`config.mk`:
```
export PLATFORM = sky130hd
export DESIGN_NAME = number_to_ascii_formatter_top
export DESIGN_NICKNAME = d
export VERILOG_FILES = /design/src/rtl/core/n2a_pkg.sv /design/src/rtl/core/n2a_dabble.sv /design/src/rtl/core/n2a_seq.sv /design/src/rtl/core/number_to_ascii_formatter_top.sv
export SDC_FILE = /design/constraint.sdc
export NUM_CORES = 1
export LEC_CHECK = 0
export BUFFER_PORTS_ARGS = -buffer_cell sky130_fd_sc_hd__buf_2
export CORE_MARGIN = 5
export CORE_UTILIZATION = 50
export CTS_CLUSTER_SIZE = 25
export DETAILED_ROUTE_END_ITERATION = 8
export HOLD_SLACK_MARGIN = 0.06
export PLACE_DENSITY = 0.68
export SETUP_SLACK_MARGIN = 0.5
export SLEW_MARGIN = 20
export SYNTH_ARGS = -nofsm -noshare
export SYNTH_HDL_FRONTEND = slang
export SYNTH_SLANG_ARGS = --single-unit
```
`constraint.sdc`:
```
create_clock -name clk -period 8.4 [get_ports clk]
set_clock_uncertainty 0.1 [all_clocks]
set_input_delay 0.42 -clock clk [delete_from_list [all_inputs] [get_ports clk]]
set_output_delay 0.42 -clock clk [all_outputs]
set_load 0.005 [all_outputs]
```
`src/rtl/core/n2a_pkg.sv`:
```
// n2a_pkg: types, constants and character tables shared by the
// number-to-ASCII formatter (converter, sequencer, top level).
// No dependencies.
`default_nettype none

package n2a_pkg;

	localparam int VALUE_WIDTH = 32;
	// magnitude bits of a non-negative value
	localparam int MAG_WIDTH = VALUE_WIDTH - 1;
	// decimal digits needed for 2**MAG_WIDTH - 1 (1233/4096 ~ log10(2))
	localparam int NUM_DIGITS = ((MAG_WIDTH * 1233) >> 12) + 1;
	localparam int BCD_WIDTH = 4 * NUM_DIGITS;
	localparam int BCNT_WIDTH = $clog2(MAG_WIDTH + 1);
	localparam int DCNT_WIDTH = $clog2(NUM_DIGITS + 1);

	localparam int NEG_MSG_LEN = 21;
	localparam int NEG_IDX_WIDTH = $clog2(NEG_MSG_LEN);
	localparam logic [NEG_IDX_WIDTH-1:0] NEG_LAST = NEG_IDX_WIDTH'(NEG_MSG_LEN - 1);

	localparam logic [7:0] CHAR_ZERO = 8'd48;
	localparam logic [7:0] CHAR_A = 8'd65;
	localparam logic [3:0] HEX_RADIX = 4'd10;

	typedef struct packed {
		logic kind;
		logic signed [VALUE_WIDTH-1:0] value;
	} req_t;

	typedef struct packed {
		logic [7:0] character;
		logic last;
	} res_t;

	// sequencer -> converter
	typedef struct packed {
		logic load;
		logic shift_digit;
	} dab_ctrl_t;

	// converter -> sequencer
	typedef struct packed {
		logic done;
		logic [3:0] top_digit;
	} dab_stat_t;

	typedef enum logic [2:0] {
		ST_IDLE,
		ST_HEX,
		ST_NEG,
		ST_CONV,
		ST_DIGITS
	} seq_state_t;

	function automatic logic [7:0] hex_char(input logic [3:0] nib);
		logic [7:0] nib8;
		nib8 = {4'b0000, nib};
		if (nib < HEX_RADIX) begin
			return nib8 + CHAR_ZERO;
		end
		return nib8 + (CHAR_A - {4'b0000, HEX_RADIX});
	endfunction

	// CR LF " Negative number " CR LF
	function automatic logic [7:0] neg_char(input logic [NEG_IDX_WIDTH-1:0] idx);
		logic [7:0] ch;
		case (idx)
			5'd0:    ch = 8'h0D;
			5'd1:    ch = 8'h0A;
			5'd2:    ch = 8'h20;
			5'd3:    ch = 8'h4E;
			5'd4:    ch = 8'h65;
			5'd5:    ch = 8'h67;
			5'd6:    ch = 8'h61;
			5'd7:    ch = 8'h74;
			5'd8:    ch = 8'h69;
			5'd9:    ch = 8'h76;
			5'd10:   ch = 8'h65;
			5'd11:   ch = 8'h20;
			5'd12:   ch = 8'h6E;
			5'd13:   ch = 8'h75;
			5'd14:   ch = 8'h6D;
			5'd15:   ch = 8'h62;
			5'd16:   ch = 8'h65;
			5'd17:   ch = 8'h72;
			5'd18:   ch = 8'h20;
			5'd19:   ch = 8'h0D;
			5'd20:   ch = 8'h0A;
			default: ch = 8'h00;
		endcase
		return ch;
	endfunction

endpackage

`default_nettype wire

```
`src/rtl/core/n2a_dabble.sv`:
```
// n2a_dabble: bit-serial binary to BCD converter (shift and add 3),
// one magnitude bit per cycle; also shifts the digits out MSD first.
// Depends on n2a_pkg.
`default_nettype none

module n2a_dabble (
	input  wire                         clk,
	input  wire                         arst_n,
	input  wire n2a_pkg::dab_ctrl_t     ctrl,
	input  wire [n2a_pkg::MAG_WIDTH-1:0] mag,
	output n2a_pkg::dab_stat_t          stat
);
	import n2a_pkg::*;

	logic [MAG_WIDTH-1:0]  bin_q;
	logic [BCD_WIDTH-1:0]  bcd_q;
	logic [BCD_WIDTH-1:0]  adj;
	logic [BCNT_WIDTH-1:0] cnt_q;
	logic                  run_q;
	logic                  done_q;

	// digits at 5 or above get 3 added before the shift
	always_comb begin
		for (int i = 0; i < NUM_DIGITS; i++) begin
			adj[i*4 +: 4] = (bcd_q[i*4 +: 4] >= 4'd5) ? bcd_q[i*4 +: 4] + 4'd3
			                                          : bcd_q[i*4 +: 4];
		end
	end

	always_ff @(posedge clk or negedge arst_n) begin
		if (!arst_n) begin
			run_q  <= 1'b0;
			done_q <= 1'b0;
			cnt_q  <= '0;
		end else begin
			done_q <= 1'b0;
			if (ctrl.load) begin
				run_q <= 1'b1;
				cnt_q <= BCNT_WIDTH'(MAG_WIDTH);
			end else if (run_q) begin
				cnt_q <= cnt_q - BCNT_WIDTH'(1);
				if (cnt_q == BCNT_WIDTH'(1)) begin
					run_q  <= 1'b0;
					done_q <= 1'b1;
				end
			end
		end
	end

	always_ff @(posedge clk) begin
		if (ctrl.load) begin
			bin_q <= mag;
			bcd_q <= '0;
		end else if (run_q) begin
			bcd_q <= {adj[BCD_WIDTH-2:0], bin_q[MAG_WIDTH-1]};
			bin_q <= {bin_q[MAG_WIDTH-2:0], 1'b0};
		end else if (ctrl.shift_digit) begin
			bcd_q <= {bcd_q[BCD_WIDTH-5:0], 4'h0};
		end
	end

	assign stat.done      = done_q;
	assign stat.top_digit = bcd_q[BCD_WIDTH-1 -: 4];

endmodule

`default_nettype wire

```
`src/rtl/core/n2a_seq.sv`:
```
// n2a_seq: request sequencer and result register; picks hex, message or
// decimal output, at most one character per cycle. Depends on n2a_pkg.
`default_nettype none

module n2a_seq (
	input  wire                          clk,
	input  wire                          arst_n,
	input  wire                          start,
	input  wire n2a_pkg::req_t           req,
	output logic                         busy,
	output logic                         strobe,
	output n2a_pkg::res_t                result,
	output n2a_pkg::dab_ctrl_t           ctrl,
	output logic [n2a_pkg::MAG_WIDTH-1:0] mag,
	input  wire n2a_pkg::dab_stat_t      stat
);
	import n2a_pkg::*;

	seq_state_t               state_q, state_d;
	logic [NEG_IDX_WIDTH-1:0] idx_q, idx_d;
	logic [DCNT_WIDTH-1:0]    dcnt_q, dcnt_d;
	logic                     seen_q, seen_d;
	logic [7:0]               hex_q, hex_d;
	logic                     strobe_q;
	res_t                     result_q;
	logic                     emit;
	res_t                     res_d;
	logic                     is_last;
	logic                     nz;

	assign mag = req.value[MAG_WIDTH-1:0];

	always_comb begin
		state_d          = state_q;
		idx_d            = idx_q;
		dcnt_d           = dcnt_q;
		seen_d           = seen_q;
		hex_d            = hex_q;
		emit             = 1'b0;
		res_d.character  = 8'h00;
		res_d.last       = 1'b0;
		ctrl.load        = 1'b0;
		ctrl.shift_digit = 1'b0;
		busy             = 1'b1;
		is_last          = (dcnt_q == DCNT_WIDTH'(1));
		nz               = (stat.top_digit != 4'h0);
		unique case (state_q)
			ST_IDLE: begin
				busy = 1'b0;
				if (start) begin
					idx_d = '0;
					hex_d = req.value[7:0];
					if (req.kind) begin
						state_d = ST_HEX;
					end else if (req.value[VALUE_WIDTH-1]) begin
						state_d = ST_NEG;
					end else begin
						ctrl.load = 1'b1;
						state_d   = ST_CONV;
					end
				end
			end
			ST_HEX: begin
				emit            = 1'b1;
				res_d.character = hex_char(idx_q[0] ? hex_q[3:0] : hex_q[7:4]);
				res_d.last      = idx_q[0];
				idx_d           = idx_q + NEG_IDX_WIDTH'(1);
				if (idx_q[0]) begin
					state_d = ST_IDLE;
				end
			end
			ST_NEG: begin
				emit            = 1'b1;
				res_d.character = neg_char(idx_q);
				res_d.last      = (idx_q == NEG_LAST);
				idx_d           = idx_q + NEG_IDX_WIDTH'(1);
				if (idx_q == NEG_LAST) begin
					state_d = ST_IDLE;
				end
			end
			ST_CONV: begin
				if (stat.done) begin
					dcnt_d  = DCNT_WIDTH'(NUM_DIGITS);
					seen_d  = 1'b0;
					state_d = ST_DIGITS;
				end
			end
			ST_DIGITS: begin
				// leading zeros are dropped, but the units digit always goes out
				ctrl.shift_digit = 1'b1;
				emit             = nz | seen_q | is_last;
				res_d.character  = CHAR_ZERO + {4'h0, stat.top_digit};
				res_d.last       = is_last;
				seen_d           = seen_q | nz;
				dcnt_d           = dcnt_q - DCNT_WIDTH'(1);
				if (is_last) begin
					state_d = ST_IDLE;
				end
			end
			default: begin
				state_d = ST_IDLE;
			end
		endcase
	end

	always_ff @(posedge clk or negedge arst_n) begin
		if (!arst_n) begin
			state_q  <= ST_IDLE;
			idx_q    <= '0;
			dcnt_q   <= '0;
			seen_q   <= 1'b0;
			strobe_q <= 1'b0;
		end else begin
			state_q  <= state_d;
			idx_q    <= idx_d;
			dcnt_q   <= dcnt_d;
			seen_q   <= seen_d;
			strobe_q <= emit;
		end
	end

	always_ff @(posedge clk) begin
		hex_q <= hex_d;
		if (emit) begin
			result_q <= res_d;
		end
	end

	assign strobe = strobe_q;
	assign result = result_q;

endmodule

`default_nettype wire

```
`src/rtl/core/number_to_ascii_formatter_top.sv`:
```
// number_to_ascii_formatter_top: top level of the number-to-ASCII formatter.
// Depends on n2a_pkg, n2a_dabble, n2a_seq.
//
// Usage:
//   Request channel: drive req (kind, value) and raise start. The request
//   transfer happens on a rising edge with start high and busy low; busy
//   then stays high until the last character has been registered.
//   Result channel: each character appears on result for one cycle with
//   strobe high; result.last marks the final character of the request.
//   The receiver cannot stall: every strobe cycle is a completed transfer.
//   Per request kind:
//     hex (kind = 1): 2 characters.
//     negative decimal: 21 message characters back to back.
//     non-negative decimal: bit-serial binary to BCD conversion of the
//       MAG_WIDTH (31) magnitude bits, a hand-off step, then NUM_DIGITS
//       (10) digits in which leading zeros are dropped.
//   A new request may transfer the cycle after busy falls.
//   Reset (arst_n low) returns to idle and drops any request in flight.
`default_nettype none

module number_to_ascii_formatter_top (
	input  wire                 clk,
	input  wire                 arst_n,
	input  wire                 start,
	input  wire n2a_pkg::req_t  req,
	output logic                busy,
	output logic                strobe,
	output n2a_pkg::res_t       result
);
	import n2a_pkg::*;

	dab_ctrl_t            ctrl;
	dab_stat_t            stat;
	logic [MAG_WIDTH-1:0] mag;

	// sequencer: request decode, message/hex tables, digit emission
	n2a_seq u_seq (
		.clk    (clk),
		.arst_n (arst_n),
		.start  (start),
		.req    (req),
		.busy   (busy),
		.strobe (strobe),
		.result (result),
		.ctrl   (ctrl),
		.mag    (mag),
		.stat   (stat)
	);

	// converter: one bit per cycle into BCD, then digits out MSD first
	n2a_dabble u_dabble (
		.clk    (clk),
		.arst_n (arst_n),
		.ctrl   (ctrl),
		.mag    (mag),
		.stat   (stat)
	);

`ifndef SYNTHESIS
	// an accepted request always makes the block busy
	a_accept_busy: assert property (@(posedge clk) disable iff (!arst_n)
		start && !busy |=> busy)
		else $error("request transfer did not raise busy");

	// the final character ends the request: block is idle when it shows
	a_last_idle: assert property (@(posedge clk) disable iff (!arst_n)
		strobe && result.last |-> !busy)
		else $error("busy still high on final character");

	// any other character belongs to a request still in progress
	a_mid_busy: assert property (@(posedge clk) disable iff (!arst_n)
		strobe && !result.last |-> busy)
		else $error("non-final character while idle");
`endif

endmodule

`default_nettype wire
```
======== Yosys cells after proc, flatten, opt, wreduce, memory -nomap -nowiden ========
Memory sizes are Yosys's and may differ from the RTL's.
Cells that the tools add are included.
storage, ports and cells
  register bits ........................... 109
  bits in read-only memories .............. 224
  bits of input ports ..................... 36
  output and inout port bits .............. 11
  logic and storage cells ................. 115
  memories kept ........................... 1
operators by class
  add/subtract/negate cells ............... 16
  order comparisons ....................... 11
  equal/unequal tests ..................... 12
  multiplexer cells ....................... 49
  bitwise operators ....................... 2
  reduce and logical (&&, ||, !) cells .... 11
memories
  memory            words  bits a word  rd ports  clocked after memory_dff  wr ports  RTL line       source
  (name not given)  32     7            1         0                         0         n2a_pkg.sv:67  case (idx)
operator list
  cell                                                                count
  two-way mux 40 bit                                                  2
  two-way mux 31 bit                                                  2
  two-way mux 4 bit                                                   11
  greater-or-equal comparator 4 x 3 -> 1 bit (second input constant)  10
  adder 4 x 2 -> 4 bit (second input constant)                        9
  case mux 9 bit (3 select lines)                                     1
  two-way mux 3 bit                                                   6
  two-way mux 1 bit                                                   16
  two-way mux 8 bit                                                   2
  two-way mux 5 bit                                                   3
  case mux 3 bit (5 select lines)                                     1
  adder 4 x 6 -> 7 bit (second input constant)                        2
  case mux 5 bit (2 select lines)                                     1
  inequality test 2 x 1 -> 1 bit (second input constant)              4
  case mux 4 bit (2 select lines)                                     1
  nonzero test 2 bit                                                  4
  adder 6 x 4 -> 7 bit (first input constant)                         1
  == test 3 x 2 -> 1 bit (second input constant)                      2
  AND reduction 2 bit                                                 3
  adder 5 x 1 -> 5 bit (second input constant)                        1
  == test 5 x 1 -> 1 bit (second input constant)                      1
  == test 5 bit (second input constant)                               1
  AND reduction 5 bit                                                 1
  subtractor 5 x 1 -> 5 bit (second input constant)                   1
  other kinds (13)                                                    15

======== Longest topological paths before layout ========
  depth after elaboration ................. 6
  depth in mapped cells ................... 7
  mapped depth without buffers ............ 7

======== By module ========
From an unflattened synthesis, not the netlist that was laid out.
second synthesis, totals
  cells, all modules ...................... 624
  area total of the unflattened synthesis .. 6507.5 µm²
modules (own cells, without submodules)
  module      times used  cells an instance  area each (µm²)  sequential area each (µm²)
  n2a_dabble  1           400                4346.7           1906.8
  n2a_seq     1           224                2160.8           830.8

======== Least setup slack after synthesis ========
OpenSTA, ideal clock, no wires.
  kind .................................... reg2reg
  from .................................... register u_seq.state_q[2]
  to ...................................... register u_dabble.bin_q[0] (enable)
  setup time .............................. 0.388 ns
  arrival ................................. 2.222 ns
  path slack .............................. 5.690 ns
  stages on the path, launching flop included .. 6
  buffers on the path ..................... 2
  path through ............................ dfrtp_1 nor4b_4 nand2_1 clkbuf_1 clkbuf_1 nand2_1
on the way
  cells in the longest elaborated chain, start to end .. 3
ends and longest elaborated chain
  item                          RTL line          source
  start, declared               n2a_seq.sv:19     seq_state_t state_q, state_d;
  start signal, assigned        n2a_seq.sv:114    state_q <= state_d;
  logical NOT 3 bit             n2a_seq.sv:47     unique case (state_q)
  two-way mux 1 bit             n2a_seq.sv:47
  nonzero test 2 bit (no line)  n/a
  end signal, assigned          n2a_dabble.sv:52  bin_q <= mag;
  end signal, assigned          n2a_dabble.sv:56  bin_q <= {bin_q[MAG_WIDTH-2:0], 1'b0};
  end, declared                 n2a_dabble.sv:15  logic [MAG_WIDTH-1:0] bin_q;
No other way between the ends.
A chain may end at the register's enable or synchronous reset.

======== Final worst setup path ========
  from .................................... register u_seq.state_q[1]
  to ...................................... register u_dabble.bin_q[9] (enable)
The elaborated chain is that of the path after synthesis.

==> out/qor.txt <==
Final net count - 749
Clock Tree Buf Depth - 2
Fraction of synthesized cell area taken by the top area cell type - 0.232
Number of buffers and inverters on the critical path - 1
Startpoint of the worst hold path - req[6]
Post-Route Setup TNS - 0 ps
Top flip-flop cell by instance count after synthesis - sky130_fd_sc_hd__edfxtp_1
Cell taking the most area after synthesis - sky130_fd_sc_hd__edfxtp_1
Pin count of the biggest net entering global routing - 62
Post-DR wirelength/cell - 15.4 um
Synth Area in Adders - 0.0719
Highest attainable clock frequency - 0.362 GHz
Clock tree from TritonCTS - done
Arrival time at the worst endpoint - 2650 ps
Initial antenna violation count - 0
Critical setup path kind - flip-flop to flip-flop
Total count of max-transition violations in the final report - 0
Sequential cell area fraction in the yosys report - 0.449
Synth top cells by count - 131 x sky130_fd_sc_hd__nand2_1, 47 x sky130_fd_sc_hd__edfxtp_1, 46 x sky130_fd_sc_hd__a21oi_1
Area fraction in and, or, nand and nor cells after synthesis - 0.184
Vert. Die Dim - 120 um
Worst supply voltage drop on vdd - 0.000184 V
Transition time of the tightest slew-check pin - 789 ps
Crit path largest cell delay - 720 ps
Type of the most critical hold path - input pin to flip-flop
Count of cells along the worst register-to-register path - 4
Total wire length - 12,800 um
Fraction of the cycle the final worst path needs - 0.328
Filler instances - 1,026
Cell with the most instances after synthesis - sky130_fd_sc_hd__nand2_1
Data required time of the critical path - 8290 ps
Rel. slew slack - 0.472
PwrDens - 380 mW/mm2
Instance count along the most critical hold path - 1
Number of levels the H-tree was split into - 3
Multiplexer area fraction after synthesis - 0.0452
Post-synthesis instance area - 0.00609 mm2
Number of nets with antenna violations after detailed routing - 0
I/O pin cnt - 47
Hold endpoint - u_seq.hex_q[6]
Clock-pin slew on the worst setup and hold paths - 80 ps
Synth Register Bits - 108
Mean Syn Cell Area - 9.31 um2
Main combinational cell family by area after synthesis - simple AND/OR/NAND/NOR gates
Cells along the critical path - nor4b_4, nand2_1, buf_4, nand2_2
Remaining global-route overflow - 0
Unrepaired setup endpoints after global routing - false
Setup-violating endpoint count in the final report - 0
Worst setup slack for register-to-register paths - 5640 ps
Initial DRT Pass Iterations - 5
Std-Cell Core Area - 0.0120 mm2
Capture instance of the worst register-to-register path - u_dabble.bin_q[9]
Combined flip-flop and latch cell area - 0.00274 mm2
Compound-cell area share of the yosys netlist - 0.165
Synth cell types - 63
Final Hold Violating Endpoints - 0
Post-synth EDFFs - 47
Delay-heaviest family, CP - simple AND/OR/NAND/NOR gates
# Post-CTS Setup Buffers - 0
Post-synthesis cell count - 654
MaxCap Viol Count - 0
Count of routing violations after the opening detailed-route iteration - 239
Placer congestion estimate - 0.907
Outcome - complete, no violations
Clock Root Buffer - sky130_fd_sc_hd__clkbuf_16
Layout cells sized above 1 - 0.116
Effective utilization at floorplan - 0.509
Number of sinks handled by clock tree synthesis - 108
Cell with the biggest individual delay on the critical path - sky130_fd_sc_hd__nor4b_4
Biggest fanout along the worst timing path - 48
Die X-Extent - 120 um
Number of vias per cell after detailed routing - 5.72
DRC errors left - 0
Site row count - 40
Clock period minus worst slack - 2760 ps
Cts bufs inserted - 9
Via count of the first global-routing pass - 4,526
Reported leakage power - 0.00290 uW
Total routing resource utilization after global routing - 0.181
Yosys synthesis warning count - 0
Placed standard-cell area - 0.00634 mm2
Async set-or-reset flop fraction in the synthesized netlist - 0.194
Post-Synthesis Net Count - 725
Via count of the routed design - 4,749
Endpoint class of the critical path - flip-flop
Die Footprint - 0.0145 mm2
Reg-to-reg startpoint - u_seq.state_q[1]
IO Port Bufs - 45
Ant diodes - 0
Global-route wire length before repair - 21,600 um
Post-route design area - 0.00668 mm2
Synth area leaders - sky130_fd_sc_hd__edfxtp_1 23%, sky130_fd_sc_hd__dfxtp_1 13%, sky130_fd_sc_hd__dfrtp_1 8.6%
Synthesis-to-layout area growth - 9.70%
Clk Latency, worst-skew pair - 360 ps
XOR/XNOR share of the synthesized area - 0.0302
Multi-input combinational cell area - 0.00304 mm2
HPWL after detailed placement - 8370 um
Nature of the critical path startpoint - flip-flop
## logic make-up (layout without fill, tap and decap cells)
group / after synthesis / in the layout
compound gates: 159 / 159
xor+xnor: 21 / 21
fa+ha+maj: 35 / 35
buf+inv: 69 / 98
flops: 108 / 108
mux: 27 / 27
other cells: 1 / 1
simple gates: 234 / 234
## worst register-to-register path, cell delays in order (launching register included)
cell and delay, ps:
sky130_fd_sc_hd__dfrtp_1 550, sky130_fd_sc_hd__nor4b_4 730, sky130_fd_sc_hd__nand2_1 100, sky130_fd_sc_hd__buf_4 320
sky130_fd_sc_hd__nand2_2 600
## worst max path at each step
stage | from | to | cells past startpoint
3_3_place_gp | u_seq.state_q[1] | u_dabble.bin_q[7] | 4
3_5_place_dp | u_seq.state_q[1] | u_dabble.bin_q[7] | 4
6_report | u_seq.state_q[1] | u_dabble.bin_q[9] | 4
4_1_cts | u_seq.state_q[1] | u_dabble.bin_q[9] | 4
2_1_floorplan | u_seq.state_q[2] | u_dabble.bin_q[0] | 5
5_1_grt | u_seq.state_q[1] | u_dabble.bin_q[27] | 4
## through the flow
stage                     setup slack, ps  std cells  hold slack (ps)  utilization  total power (uW)
after floorplan                      5690        654             24.4            -              1820
after global placement               5320        813              312        0.529              2010
after detailed placement             5590        813              318        0.530              2060
after CTS                            5580        830              140        0.559              2550
after global routing                 5420        830              136        0.559              2750
final                                5640        830              152        0.559              2540
## report_power, final
| part | internal (uW) | switching [uW] | total, uW |
|---|---|---|---|
| Clock | 269 | 208 | 477 |
| Sequential | 834 | 197 | 1030 |
| Combinational | 471 | 562 | 1030 |
## cell usage in the layout, fill, tap and decap left out, types with 21 or more instances in the layout
cell,n
sky130_fd_sc_hd__nand2_1,130
sky130_fd_sc_hd__edfxtp_1,47
sky130_fd_sc_hd__a21oi_1,46
sky130_fd_sc_hd__buf_2,45
sky130_fd_sc_hd__dfxtp_1,40
sky130_fd_sc_hd__o21ai_0,37
sky130_fd_sc_hd__ha_1,35
sky130_fd_sc_hd__inv_1,30
sky130_fd_sc_hd__nor2_1,23
sky130_fd_sc_hd__mux2i_1,23
sky130_fd_sc_hd__dfrtp_1,21
## layout make-up
class | instances | area share
multi-input combinational | 477 | 0.454
sequential | 108 | 0.410
timing repair buffer | 51 | 0.0408
clock buffer | 9 | 0.0337
tap | 147 | 0.0275
inverter | 31 | 0.0174
clock inverter | 7 | 0.0163
## metal layers
layer  share of wire  wire length, um  global-route usage
met4           0.013              167              0.0545
met5               0                0                   0
met1            0.47             5990               0.247
met2            0.47             6060               0.292
met3           0.045              569              0.0374
## registers in the layout, summed over array words and instances, names as in the netlist, 3 cells and up
| name | count |
|---|---|
| u_seq.dcnt_q | 4 |
| u_seq.hex_q | 8 |
| u_dabble.bcd_q | 40 |
| u_seq.idx_q | 5 |
| u_seq.result | 8 |
| u_dabble.bin_q | 31 |
| u_seq.state_q | 3 |
| u_dabble.cnt_q | 5 |
## what timing repair did
item,4_1_cts,5_1_grt
hold endpoints to repair,21,0
resized for setup,0,0
hold buffers,1,0
Power figures use the tool's default switching activity.
